<file path="config.mk">
export PLATFORM = sky130hd
export DESIGN_NAME = page_buffer_lru_manager
export DESIGN_NICKNAME = d
export VERILOG_FILES = /design/src/rtl/plru_pkg.sv /design/src/rtl/page_buffer_lru_manager.sv /design/src/rtl/plru_ctrl.sv /design/src/rtl/plru_dp.sv
export SDC_FILE = /design/constraint.sdc
export NUM_CORES = 2
export LEC_CHECK = 0
export BUFFER_PORTS_ARGS = -buffer_cell sky130_fd_sc_hd__buf_2
export CAP_MARGIN = 20
export CORE_MARGIN = 1
export CORE_UTILIZATION = 50
export CTS_CLUSTER_DIAMETER = 40
export DETAILED_ROUTE_END_ITERATION = 8
export PLACE_DENSITY = 0.68
export SLEW_MARGIN = 0
export SYNTH_ARGS = -nofsm -noshare
export SYNTH_HDL_FRONTEND = slang
export SYNTH_SLANG_ARGS = --single-unit
</file>
<file path="constraint.sdc">
create_clock -name clk -period 6.2 [get_ports clk]
set_clock_uncertainty 0.05 [all_clocks]
set_input_delay 0.62 -clock clk [delete_from_list [all_inputs] [get_ports clk]]
set_output_delay 0.62 -clock clk [all_outputs]
set_load 0.02 [all_outputs]
</file>
<file path="src/rtl/plru_pkg.sv">
// ----------------------------------------------------------------------------
// plru_pkg
// Shared types and constants for the page buffer LRU manager.
// ----------------------------------------------------------------------------
package plru_pkg;

  localparam int FRAMES_DEF = 64;
  localparam int OP_W       = 2;
  localparam int TID_W      = 10;
  localparam int PAGE_W     = 32;
  localparam int FIDX_W     = 6;
  localparam int STAT_W     = 3;
  localparam int CFG_W      = 7;
  localparam int TAG_W      = TID_W + PAGE_W;
  localparam int PADDR_W    = 3;
  localparam int PDATA_W    = 32;

  typedef enum logic [OP_W-1:0] {
    OP_FETCH   = 2'd0,
    OP_DIRTY   = 2'd1,
    OP_RELEASE = 2'd2,
    OP_FLUSH   = 2'd3
  } op_t;

  typedef enum logic [STAT_W-1:0] {
    ST_HIT    = 3'd0,
    ST_MISS   = 3'd1,
    ST_ALLPIN = 3'd2,
    ST_HDR    = 3'd3,
    ST_BUSY   = 3'd4,
    ST_DONE   = 3'd5
  } stat_t;

  // Kind of result the datapath builds into the output register.
  typedef enum logic [3:0] {
    K_HDR,
    K_HIT,
    K_BUSY,
    K_NEW,
    K_EVICT,
    K_ALLPIN,
    K_DONE,
    K_FL_PEND,
    K_FL_LAST,
    K_FL_NONE
  } kind_t;

  typedef enum logic [2:0] {
    S_IDLE,
    S_LOOKUP,
    S_RESULT,
    S_RERANK,
    S_FL_CHK,
    S_FL_GOT,
    S_FL_END
  } state_t;

  typedef struct packed {
    logic  accept;
    logic  scan_run;
    logic  rr_run;
    logic  rr_fin;
    logic  emit;
    logic  commit;
    logic  fl_read;
    logic  fl_skip;
    logic  fl_load;
    kind_t kind;
  } cmd_t;

  typedef struct packed {
    op_t  in_op;
    logic in_hdr;
    logic scan_done;
    logic hit;
    logic hit_pinned;
    logic free_avail;
    logic vic_found;
    logic fl_end;
    logic fl_dirty;
    logic pend_v;
    logic slot_free;
  } sts_t;

endpackage

</file>
<file path="src/rtl/page_buffer_lru_manager.sv">
// ----------------------------------------------------------------------------
// page_buffer_lru_manager
// Buffer pool frame table with LRU replacement, pinning and flush.
// ----------------------------------------------------------------------------
// Usage: a request (op, tbl_id, page_number, frame_index) is taken on the
// input channel when in_valid is high and in_stall is low. Each request
// produces one result transaction, and a flush produces one per dirty frame
// (at least one); last marks the final result of a request.
// Passes: mark dirty, release and a header-page fetch need no scan. A fetch
// scans the tags and ranks of the allocated frames, then reorders the ranks
// in a rerank pass on a hit (pinned or not) or an eviction. A flush walks the
// dirty marks of the allocated frames. The tag and rank memories, each with
// one read and one write port, are read one frame per cycle during a scan.
// A new request is accepted while the last result still waits in the output
// register; a stalled receiver holds the block in its current pass.
// Reset: synchronous; empties the pool, clears all marks and sets
// frames_in_use to 64. No clearing pass is needed.
// Configuration: APB register 0 (frames_in_use) at byte address 0.
// ----------------------------------------------------------------------------
module page_buffer_lru_manager #(
  parameter int FRAMES = plru_pkg::FRAMES_DEF
) (
  input  logic                          clk,
  input  logic                          rst,
  input  logic                          psel,
  input  logic                          penable,
  input  logic                          pwrite,
  input  logic [plru_pkg::PADDR_W-1:0]  paddr,
  input  logic [plru_pkg::PDATA_W-1:0]  pwdata,
  output logic [plru_pkg::PDATA_W-1:0]  prdata,
  output logic                          pready,
  input  logic                          in_valid,
  output logic                          in_stall,
  input  logic [plru_pkg::OP_W-1:0]     op,
  input  logic [plru_pkg::TID_W-1:0]    tbl_id,
  input  logic [plru_pkg::PAGE_W-1:0]   page_number,
  input  logic [plru_pkg::FIDX_W-1:0]   frame_index,
  output logic                          out_valid,
  input  logic                          out_stall,
  output logic [plru_pkg::STAT_W-1:0]   status,
  output logic [plru_pkg::FIDX_W-1:0]   frame_out,
  output logic                          writeback,
  output logic [plru_pkg::TID_W-1:0]    wb_table,
  output logic [plru_pkg::PAGE_W-1:0]   wb_page,
  output logic                          load_needed,
  output logic                          last
);

  plru_pkg::cmd_t             cmd;
  plru_pkg::sts_t             sts;
  logic                       cfg_we;
  logic [plru_pkg::CFG_W-1:0] cfg_rdata;

  assign pready = 1'b1;
  assign cfg_we = psel && penable && pwrite && !paddr[2];
  assign prdata = paddr[2] ? '0
                  : {{(plru_pkg::PDATA_W-plru_pkg::CFG_W){1'b0}}, cfg_rdata};

  plru_ctrl u_ctrl (
    .clk      (clk),
    .rst      (rst),
    .in_valid (in_valid),
    .in_stall (in_stall),
    .sts      (sts),
    .cmd      (cmd)
  );

  plru_dp #(
    .FRAMES (FRAMES)
  ) u_dp (
    .clk         (clk),
    .rst         (rst),
    .cmd         (cmd),
    .sts         (sts),
    .cfg_we      (cfg_we),
    .cfg_wdata   (pwdata[plru_pkg::CFG_W-1:0]),
    .cfg_rdata   (cfg_rdata),
    .op          (op),
    .tbl_id      (tbl_id),
    .page_number (page_number),
    .frame_index (frame_index),
    .out_valid   (out_valid),
    .out_stall   (out_stall),
    .status      (status),
    .frame_out   (frame_out),
    .writeback   (writeback),
    .wb_table    (wb_table),
    .wb_page     (wb_page),
    .load_needed (load_needed),
    .last        (last)
  );

endmodule

</file>
<file path="src/rtl/plru_ctrl.sv">
// ----------------------------------------------------------------------------
// plru_ctrl
// Sequencer for lookup, commit, rerank and flush passes of the frame table.
// ----------------------------------------------------------------------------
module plru_ctrl (
  input  logic           clk,
  input  logic           rst,
  input  logic           in_valid,
  output logic           in_stall,
  input  plru_pkg::sts_t sts,
  output plru_pkg::cmd_t cmd
);

  plru_pkg::state_t state, state_next;
  plru_pkg::kind_t  kind, kind_next;

  always_ff @(posedge clk) begin
    if (rst) begin
      state <= plru_pkg::S_IDLE;
      kind  <= plru_pkg::K_HDR;
    end else begin
      state <= state_next;
      kind  <= kind_next;
    end
  end

  assign in_stall = (state != plru_pkg::S_IDLE);

  always_comb begin
    state_next = state;
    kind_next  = kind;
    cmd        = '0;
    cmd.kind   = kind;
    case (state)
      plru_pkg::S_IDLE: begin
        if (in_valid) begin
          cmd.accept = 1'b1;
          case (sts.in_op)
            plru_pkg::OP_FETCH: begin
              if (sts.in_hdr) begin
                kind_next  = plru_pkg::K_HDR;
                state_next = plru_pkg::S_RESULT;
              end else begin
                state_next = plru_pkg::S_LOOKUP;
              end
            end
            plru_pkg::OP_FLUSH: state_next = plru_pkg::S_FL_CHK;
            default: begin
              kind_next  = plru_pkg::K_DONE;
              state_next = plru_pkg::S_RESULT;
            end
          endcase
        end
      end
      plru_pkg::S_LOOKUP: begin
        cmd.scan_run = 1'b1;
        if (sts.scan_done) begin
          state_next = plru_pkg::S_RESULT;
          if (sts.hit) begin
            kind_next = sts.hit_pinned ? plru_pkg::K_BUSY : plru_pkg::K_HIT;
          end else if (sts.free_avail) begin
            kind_next = plru_pkg::K_NEW;
          end else if (sts.vic_found) begin
            kind_next = plru_pkg::K_EVICT;
          end else begin
            kind_next = plru_pkg::K_ALLPIN;
          end
        end
      end
      plru_pkg::S_RESULT: begin
        if (sts.slot_free) begin
          cmd.emit   = 1'b1;
          cmd.commit = 1'b1;
          if (kind inside {plru_pkg::K_HIT, plru_pkg::K_BUSY, plru_pkg::K_EVICT}) begin
            state_next = plru_pkg::S_RERANK;
          end else begin
            state_next = plru_pkg::S_IDLE;
          end
        end
      end
      plru_pkg::S_RERANK: begin
        cmd.rr_run = 1'b1;
        if (sts.scan_done) begin
          cmd.rr_fin = 1'b1;
          state_next = plru_pkg::S_IDLE;
        end
      end
      plru_pkg::S_FL_CHK: begin
        if (sts.fl_end) begin
          state_next = plru_pkg::S_FL_END;
        end else if (sts.fl_dirty) begin
          cmd.fl_read = 1'b1;
          state_next  = plru_pkg::S_FL_GOT;
        end else begin
          cmd.fl_skip = 1'b1;
        end
      end
      plru_pkg::S_FL_GOT: begin
        cmd.kind = plru_pkg::K_FL_PEND;
        if (!sts.pend_v) begin
          cmd.fl_load = 1'b1;
          state_next  = plru_pkg::S_FL_CHK;
        end else if (sts.slot_free) begin
          cmd.emit    = 1'b1;
          cmd.fl_load = 1'b1;
          state_next  = plru_pkg::S_FL_CHK;
        end
      end
      plru_pkg::S_FL_END: begin
        cmd.kind = sts.pend_v ? plru_pkg::K_FL_LAST : plru_pkg::K_FL_NONE;
        if (sts.slot_free) begin
          cmd.emit   = 1'b1;
          state_next = plru_pkg::S_IDLE;
        end
      end
      default: state_next = plru_pkg::S_IDLE;
    endcase
  end

endmodule

</file>
<file path="src/rtl/plru_dp.sv">
// ----------------------------------------------------------------------------
// plru_dp
// Frame table datapath: tag and rank memories, marks, scan counter, result.
// ----------------------------------------------------------------------------
module plru_dp #(
  parameter int FRAMES = plru_pkg::FRAMES_DEF
) (
  input  logic                          clk,
  input  logic                          rst,
  input  plru_pkg::cmd_t                cmd,
  output plru_pkg::sts_t                sts,
  // configuration
  input  logic                          cfg_we,
  input  logic [plru_pkg::CFG_W-1:0]    cfg_wdata,
  output logic [plru_pkg::CFG_W-1:0]    cfg_rdata,
  // request
  input  logic [plru_pkg::OP_W-1:0]     op,
  input  logic [plru_pkg::TID_W-1:0]    tbl_id,
  input  logic [plru_pkg::PAGE_W-1:0]   page_number,
  input  logic [plru_pkg::FIDX_W-1:0]   frame_index,
  // result
  output logic                          out_valid,
  input  logic                          out_stall,
  output logic [plru_pkg::STAT_W-1:0]   status,
  output logic [plru_pkg::FIDX_W-1:0]   frame_out,
  output logic                          writeback,
  output logic [plru_pkg::TID_W-1:0]    wb_table,
  output logic [plru_pkg::PAGE_W-1:0]   wb_page,
  output logic                          load_needed,
  output logic                          last
);

  localparam int FW = $clog2(FRAMES);
  localparam int AW = $clog2(FRAMES + 1);

  logic [plru_pkg::TAG_W-1:0] tag_mem [FRAMES];
  logic [FW-1:0]              rank_mem [FRAMES];
  logic [plru_pkg::TAG_W-1:0] tag_q;
  logic [FW-1:0]              rank_q;

  logic [plru_pkg::CFG_W-1:0]  frames_in_use;
  logic [AW-1:0]               alloc;
  logic [AW-1:0]               limit;
  logic [FRAMES-1:0]           dirty;
  logic [FRAMES-1:0]           pin;

  plru_pkg::op_t               op_r;
  logic [plru_pkg::TID_W-1:0]  tid_r;
  logic [plru_pkg::PAGE_W-1:0] pn_r;
  logic [plru_pkg::FIDX_W-1:0] fi_r;

  logic [AW-1:0]              idx;
  logic                       d_v;
  logic [FW-1:0]              d_idx;
  logic                       hit_f;
  logic [FW-1:0]              hit_i;
  logic [FW-1:0]              hit_r;
  logic                       vic_f;
  logic [FW-1:0]              vic_i;
  logic [FW-1:0]              vic_r;
  logic [plru_pkg::TAG_W-1:0] vic_tag;
  logic [FW-1:0]              rr_i;
  logic [FW-1:0]              rr_r;
  logic                       pend_v;
  logic [FW-1:0]              pend_i;
  logic [plru_pkg::TAG_W-1:0] pend_tag;

  logic                       issue;
  logic                       rd_en;
  logic                       fi_ok;
  logic [FW-1:0]              fi_ix;
  logic [FW-1:0]              alloc_ix;
  logic                       tag_we;
  logic [FW-1:0]              tag_wa;
  logic                       rank_we;
  logic [FW-1:0]              rank_wa;
  logic [FW-1:0]              rank_wd;
  logic                       slot_free;

  logic [plru_pkg::STAT_W-1:0] r_status;
  logic [plru_pkg::FIDX_W-1:0] r_frame;
  logic                        r_wb;
  logic [plru_pkg::TAG_W-1:0]  r_tag;
  logic                        r_load;
  logic                        r_last;

  assign cfg_rdata = frames_in_use;
  assign slot_free = !out_valid || !out_stall;
  assign issue     = (cmd.scan_run || cmd.rr_run) && (idx < alloc);
  assign rd_en     = issue || cmd.fl_read;
  assign fi_ok     = ({{(32-plru_pkg::FIDX_W){1'b0}}, fi_r} < 32'(alloc));
  assign fi_ix     = FW'(fi_r);
  assign alloc_ix  = FW'(alloc);

  always_comb begin
    if (frames_in_use == '0) begin
      limit = AW'(1);
    end else if (32'(frames_in_use) > 32'(FRAMES)) begin
      limit = AW'(FRAMES);
    end else begin
      limit = AW'(frames_in_use);
    end
  end

  // Status toward the controller.
  always_comb begin
    sts.in_op      = plru_pkg::op_t'(op);
    sts.in_hdr     = (page_number == '0);
    sts.scan_done  = (idx >= alloc) && !d_v;
    sts.hit        = hit_f;
    sts.hit_pinned = pin[hit_i];
    sts.free_avail = (alloc < limit);
    sts.vic_found  = vic_f;
    sts.fl_end     = (idx >= alloc);
    sts.fl_dirty   = dirty[idx[FW-1:0]];
    sts.pend_v     = pend_v;
    sts.slot_free  = slot_free;
  end

  // Memory write port selection; the controller keeps the sources apart.
  always_comb begin
    tag_we  = 1'b0;
    tag_wa  = vic_i;
    rank_we = 1'b0;
    rank_wa = d_idx;
    rank_wd = rank_q - FW'(1);
    if (cmd.commit && cmd.kind == plru_pkg::K_NEW) begin
      tag_we  = 1'b1;
      tag_wa  = alloc_ix;
      rank_we = 1'b1;
      rank_wa = alloc_ix;
      rank_wd = alloc_ix;
    end else if (cmd.commit && cmd.kind == plru_pkg::K_EVICT) begin
      tag_we = 1'b1;
    end else if (cmd.rr_fin) begin
      rank_we = 1'b1;
      rank_wa = rr_i;
      rank_wd = FW'(alloc - AW'(1));
    end else if (cmd.rr_run && d_v && (rank_q > rr_r)) begin
      rank_we = 1'b1;
    end
  end

  always_ff @(posedge clk) begin
    if (tag_we) begin
      tag_mem[tag_wa] <= {tid_r, pn_r};
    end
    if (rd_en) begin
      tag_q <= tag_mem[idx[FW-1:0]];
    end
  end

  always_ff @(posedge clk) begin
    if (rank_we) begin
      rank_mem[rank_wa] <= rank_wd;
    end
    if (issue) begin
      rank_q <= rank_mem[idx[FW-1:0]];
    end
  end

  // Control state: configuration, fill count, marks, scan and output valid.
  // No read is issued while a request is accepted or committed, so the read
  // flag drops there by itself.
  always_ff @(posedge clk) begin
    if (rst) begin
      frames_in_use <= plru_pkg::CFG_W'(plru_pkg::FRAMES_DEF);
      alloc         <= '0;
      dirty         <= '0;
      pin           <= '0;
      idx           <= '0;
      d_v           <= 1'b0;
      hit_f         <= 1'b0;
      vic_f         <= 1'b0;
      pend_v        <= 1'b0;
      out_valid     <= 1'b0;
    end else begin
      if (cfg_we) begin
        frames_in_use <= cfg_wdata;
      end
      if (cmd.emit) begin
        out_valid <= 1'b1;
      end else if (!out_stall) begin
        out_valid <= 1'b0;
      end

      d_v <= issue;
      if (issue) begin
        idx <= idx + AW'(1);
      end

      if (cmd.accept) begin
        idx    <= '0;
        hit_f  <= 1'b0;
        vic_f  <= 1'b0;
        pend_v <= 1'b0;
      end

      if (cmd.scan_run && d_v) begin
        if (!hit_f && tag_q == {tid_r, pn_r}) begin
          hit_f <= 1'b1;
        end
        if (!pin[d_idx] && (!vic_f || rank_q < vic_r)) begin
          vic_f <= 1'b1;
        end
      end

      if (cmd.commit) begin
        idx <= '0;
        case (cmd.kind)
          plru_pkg::K_HIT, plru_pkg::K_BUSY: pin[hit_i] <= 1'b1;
          plru_pkg::K_NEW: begin
            dirty[alloc_ix] <= 1'b0;
            pin[alloc_ix]   <= 1'b1;
            alloc           <= alloc + AW'(1);
          end
          plru_pkg::K_EVICT: begin
            dirty[vic_i] <= 1'b0;
            pin[vic_i]   <= 1'b1;
          end
          plru_pkg::K_DONE: begin
            if (fi_ok && op_r == plru_pkg::OP_DIRTY) begin
              dirty[fi_ix] <= 1'b1;
            end else if (fi_ok && op_r == plru_pkg::OP_RELEASE) begin
              pin[fi_ix] <= 1'b0;
            end
          end
          default: ;
        endcase
      end

      if (cmd.fl_skip) begin
        idx <= idx + AW'(1);
      end
      if (cmd.fl_read) begin
        dirty[idx[FW-1:0]] <= 1'b0;
      end
      if (cmd.fl_load) begin
        pend_v <= 1'b1;
        idx    <= idx + AW'(1);
      end
    end
  end

  // Payload registers.
  always_ff @(posedge clk) begin
    d_idx <= idx[FW-1:0];
    if (cmd.accept) begin
      op_r  <= plru_pkg::op_t'(op);
      tid_r <= tbl_id;
      pn_r  <= page_number;
      fi_r  <= frame_index;
    end
    if (cmd.scan_run && d_v) begin
      if (!hit_f && tag_q == {tid_r, pn_r}) begin
        hit_i <= d_idx;
        hit_r <= rank_q;
      end
      if (!pin[d_idx] && (!vic_f || rank_q < vic_r)) begin
        vic_i   <= d_idx;
        vic_r   <= rank_q;
        vic_tag <= tag_q;
      end
    end
    if (cmd.commit) begin
      if (cmd.kind == plru_pkg::K_EVICT) begin
        rr_i <= vic_i;
        rr_r <= vic_r;
      end else begin
        rr_i <= hit_i;
        rr_r <= hit_r;
      end
    end
    if (cmd.fl_load) begin
      pend_i   <= idx[FW-1:0];
      pend_tag <= tag_q;
    end
    if (cmd.emit) begin
      status      <= r_status;
      frame_out   <= r_frame;
      writeback   <= r_wb;
      wb_table    <= r_tag[plru_pkg::TAG_W-1:plru_pkg::PAGE_W];
      wb_page     <= r_tag[plru_pkg::PAGE_W-1:0];
      load_needed <= r_load;
      last        <= r_last;
    end
  end

  // Result assembly for the kind the controller selects.
  always_comb begin
    r_status = plru_pkg::ST_DONE;
    r_frame  = '0;
    r_wb     = 1'b0;
    r_tag    = '0;
    r_load   = 1'b0;
    r_last   = 1'b1;
    case (cmd.kind)
      plru_pkg::K_HDR:    r_status = plru_pkg::ST_HDR;
      plru_pkg::K_HIT: begin
        r_status = plru_pkg::ST_HIT;
        r_frame  = plru_pkg::FIDX_W'(hit_i);
      end
      plru_pkg::K_BUSY: begin
        r_status = plru_pkg::ST_BUSY;
        r_frame  = plru_pkg::FIDX_W'(hit_i);
      end
      plru_pkg::K_NEW: begin
        r_status = plru_pkg::ST_MISS;
        r_frame  = plru_pkg::FIDX_W'(alloc);
        r_load   = 1'b1;
      end
      plru_pkg::K_EVICT: begin
        r_status = plru_pkg::ST_MISS;
        r_frame  = plru_pkg::FIDX_W'(vic_i);
        r_load   = 1'b1;
        r_wb     = dirty[vic_i];
        r_tag    = dirty[vic_i] ? vic_tag : '0;
      end
      plru_pkg::K_ALLPIN: r_status = plru_pkg::ST_ALLPIN;
      plru_pkg::K_DONE:   r_frame  = fi_r;
      plru_pkg::K_FL_PEND, plru_pkg::K_FL_LAST: begin
        r_frame = plru_pkg::FIDX_W'(pend_i);
        r_wb    = 1'b1;
        r_tag   = pend_tag;
        r_last  = (cmd.kind == plru_pkg::K_FL_LAST);
      end
      default: ;
    endcase
  end

  // The fill count can never pass the pool size.
  a_alloc_bound: assert property (@(posedge clk) disable iff (rst)
    cmd.commit && cmd.kind == plru_pkg::K_NEW |-> alloc < AW'(FRAMES))
    else $error("frame allocated beyond the pool");

  // A result is only loaded when the output register can take it.
  a_emit_slot: assert property (@(posedge clk) disable iff (rst)
    cmd.emit |-> (!out_valid || !out_stall))
    else $error("result overwrote a pending transaction");

  // The frame handed out by a hit or an eviction is pinned afterwards.
  a_pin_after: assert property (@(posedge clk) disable iff (rst)
    cmd.commit && (cmd.kind == plru_pkg::K_HIT || cmd.kind == plru_pkg::K_EVICT)
    |=> pin[rr_i])
    else $error("committed frame not pinned");

endmodule
</file>
==> flow_metrics.tcl <==
set metrics [dict create \
    end_kind "flop" \
    hold_start "pwdata[6]" \
    placed_cells 11357 \
    max_freq_mhz 191 \
    drive_gt1_frac 0.153 \
    holdCritPathClass "primary input to flop" \
    ant_nets 0 \
    post_cts_resized 0 \
    final_cell_area_um2 155000 \
    cp_num_buf_inv 1 \
    max-slew-margin-rel 0.154 \
    powerDensity_nw_per_um2 356 \
    ys_ff_latch 3516 \
    chipWidth_um 517 \
    place_congestion 0.967 \
    critical_path.startpoint_type "flop" \
    layout.nets 8452 \
    drv_cap 0 \
    min_period_over_period 0.842 \
    first_pass_iters 9 \
    cpMostUsedCell "nor2_1" \
    core_um2 263000 \
    rsz0062_at_grt "false" \
    worstPathCellList "inv_1 > ha_1 > o21bai_1 > o21ba_2 > nor2_1 > o21ai_0 > a211oi_1 > nand2_1 > nor2_1" \
    yosys_warnings 0 \
    worstMarginPinSlew_ps 1270 \
    power_mw 55.1 \
    cp.depth 9 \
    grt_pass1_vias 80038 \
    async_reset_ff_frac 0 \
    num-fill-cells 19163 \
    ir_worst_vdd_uv 369 \
    clk_latency_ps 950 \
    synth_area_um2 133000 \
    first_iter_violations 13708 \
    synth_edf_count 3350 \
    hold_buffers 56 \
    numCtsBuffers 426 \
    dpl.hpwl_mm 246 \
    setup-tns-final_ps 0 \
    grt_pass1_wl_mm 608 \
    post_drt_wl_per_cell_um 36.2 \
    critPathKind "flop to flop" \
    drv_slew 0 \
    critical_path_required_ps 6640 \
    cts_root_buf "clkbuf_16" \
    yosysMostFrequentCell "edfxtp_1" \
    avgSynthCellArea_um2 16.8 \
    final_cells 12201 \
    hold_viol 0 \
    dieHeight_um 517 \
    routed_wirelength_mm 442 \
    post-cts-setup-buffers 0 \
    reg2reg_from "u_dp.alloc[2]" \
    yosysUniqueCellTypes 91 \
    ctsHtreeMaxLevel 5 \
    antenna_found_initial 26 \
    num_rows 188 \
    numPortBuffers 127 \
    synth.area.top_cells "edfxtp_1, a22oi_1, dfxtp_1, a22o_1, a221oi_1" \
    dpl_cell_area_um2 140000 \
    io-pin-count 181 \
    synth_flop_cell "edfxtp_1" \
    avgViaCountPerCell 6.96 \
    tritoncts "yes" \
    leakage_nw 47.8 \
    ys_seq_area_frac 0.784 \
    grt_max_degree 158 \
    synth_common_cells "edfxtp_1, a22oi_1, a22o_1, a31oi_1, a221oi_1" \
    path_max_fanout 15 \
    setup_viol 0 \
    clk_pin_slew_ps 60 \
    grt_overflow 0 \
    holdPathStages 4 \
    slowest_delay_ps 890 \
    critPathTopFamily "simple AND/OR/NAND/NOR gates" \
    cts_buffer_depth 4 \
    cp-startpoint "u_dp.alloc[2]" \
    num_vias 84913 \
    fin_hold_ws_ps 48.0 \
    die_area_um2 267000 \
    period_needed_ps 5220 \
    reg2reg_depth 9 \
    initial_core_util 0.504 \
    grt_util_all_layers 0.324 \
    slowest_stage "dfxtp_1" \
    synthToLayoutAreaGrowth_pct 16.6 \
    yosysTopAreaCell "edfxtp_1" \
    synthCells 7890 \
    synth_top_cell_area_share 0.759 \
    status "completed" \
    drc 0 \
    arrival_ps 5660 \
    cts_num_sinks 3516 \
]
stage by stage:
step / util / setup slack [ps]
final: 0.588 / 977
after global routing: 0.588 / 1050
after CTS: 0.587 / 1200
after detailed placement: 0.531 / 1240
after global placement: 0.531 / 1240
after floorplan: - / 210
registers in the layout (all words and copies together), names as in the netlist, 10 cells and up:
name / count
u_dp.rank_mem: 384
u_dp.pin: 64
u_dp.wb_page: 32
u_dp.tag_q: 42
u_dp.dirty: 64
u_dp.pn_r: 32
u_dp.tid_r: 10
u_dp.tag_mem: 2688
u_dp.pend_tag: 42
u_dp.wb_table: 10
u_dp.vic_tag: 42
worst reg2reg max path: cells and delay by family (launching register included):
kind | cells | cell delay [ps]
DFF | 1 | 890
AOI/OAI and AO/OA | 4 | 1220
and+or+nand+nor | 3 | 1630
buffers and inverters | 1 | 560
adders and majority gates | 1 | 470
metal layers:
metal | part of all wire | vias up | GRT usage | routed length [µm]
met5 | 0.00021 | - | 0 | 93
met4 | 0.046 | 14 | 0.137 | 20500
met3 | 0.14 | 1070 | 0.0868 | 62000
met2 | 0.45 | 6981 | 0.489 | 197000
met1 | 0.37 | 43019 | 0.444 | 162000
li1 | - | 33829 | - | -
cells by family after synthesis:
| group | Yosys count | synth area share |
|---|---|---|
| AO/OA/AOI/OAI | 2667 | 0.146 |
| XOR/XNOR | 53 | 0.00350 |
| adder cells (fa/ha/maj) | 33 | 0.00312 |
| buffers and inverters | 593 | 0.0191 |
| flip-flops | 3516 | 0.784 |
| multiplexers | 78 | 0.00857 |
| other | 2 | 0.0000567 |
| AND/OR/NAND/NOR | 948 | 0.0355 |
where the power goes:
group / total (mW) / internal [mW] / switching [mW] / leakage [nW]
clock network: 25.0 / 14.9 / 10.0 / 6.88
registers: 27.3 / 27.1 / 0.166 / 31.5
logic: 2.81 / 0.496 / 2.31 / 9.44
area by class of cell:
class / instances / area (µm²) / area share
clock inverters: 294 / 3250 / 0.0210
repair buffers: 535 / 4840 / 0.0313
multi-input cells: 3805 / 26900 / 0.174
diodes: 6 / 15.0 / 0.0000972
clock buffers: 487 / 11000 / 0.0715
inverters: 43 / 161 / 0.00104
well taps: 3515 / 4400 / 0.0285
flip-flops and latches: 3516 / 104000 / 0.673
final timing paths:
check	endpoint	slack (ps)
worst max-delay path	u_dp.rank_mem[17][5]	980
worst min-delay path	u_dp.cfg_rdata[6]	50
worst max register to register	u_dp.rank_mem[17][5]	980
worst min register to register	u_dp.vic_tag[31]	400
layout by cell type (no fill, tap or decap), types with 22 or more instances in the layout:
cell type      synthesis  layout
clkinv_4               0      22
xor2_1                34      34
nand3_1               99      99
inv_1                 36      35
nand4_1               73      73
buf_4                 31     272
nand3b_1              22      22
nor2_1               292     223
a31oi_1              345     345
bufinv_16              0      49
a22oi_1              904     903
clkbuf_1             276      52
ha_1                  33      33
edfxtp_1            3350    3350
conb_1                 2      26
nor3_1                54      48
inv_6                  0      29
clkinv_1               5      63
a21oi_1              269     268
a221oi_1             340     340
nor2_4                 1      69
o22ai_1               43      43
nor2b_1               22      22
nand2_1              180     178
clkinvlp_4             0      44
nor4_1                84      83
buf_12                 0      78
nand2b_1              28      28
buf_2                139     127
a211oi_1              31      31
clkbuf_16              0     432
a22o_1               373     372
dfxtp_1              166     163
clkinv_2               0      66
dlygate4sd3_1          0      56
o21ai_0              219     217
mux4_2                26      26
mux2i_1               31      31
No activity file was read; power rests on OpenSTA's default activity.
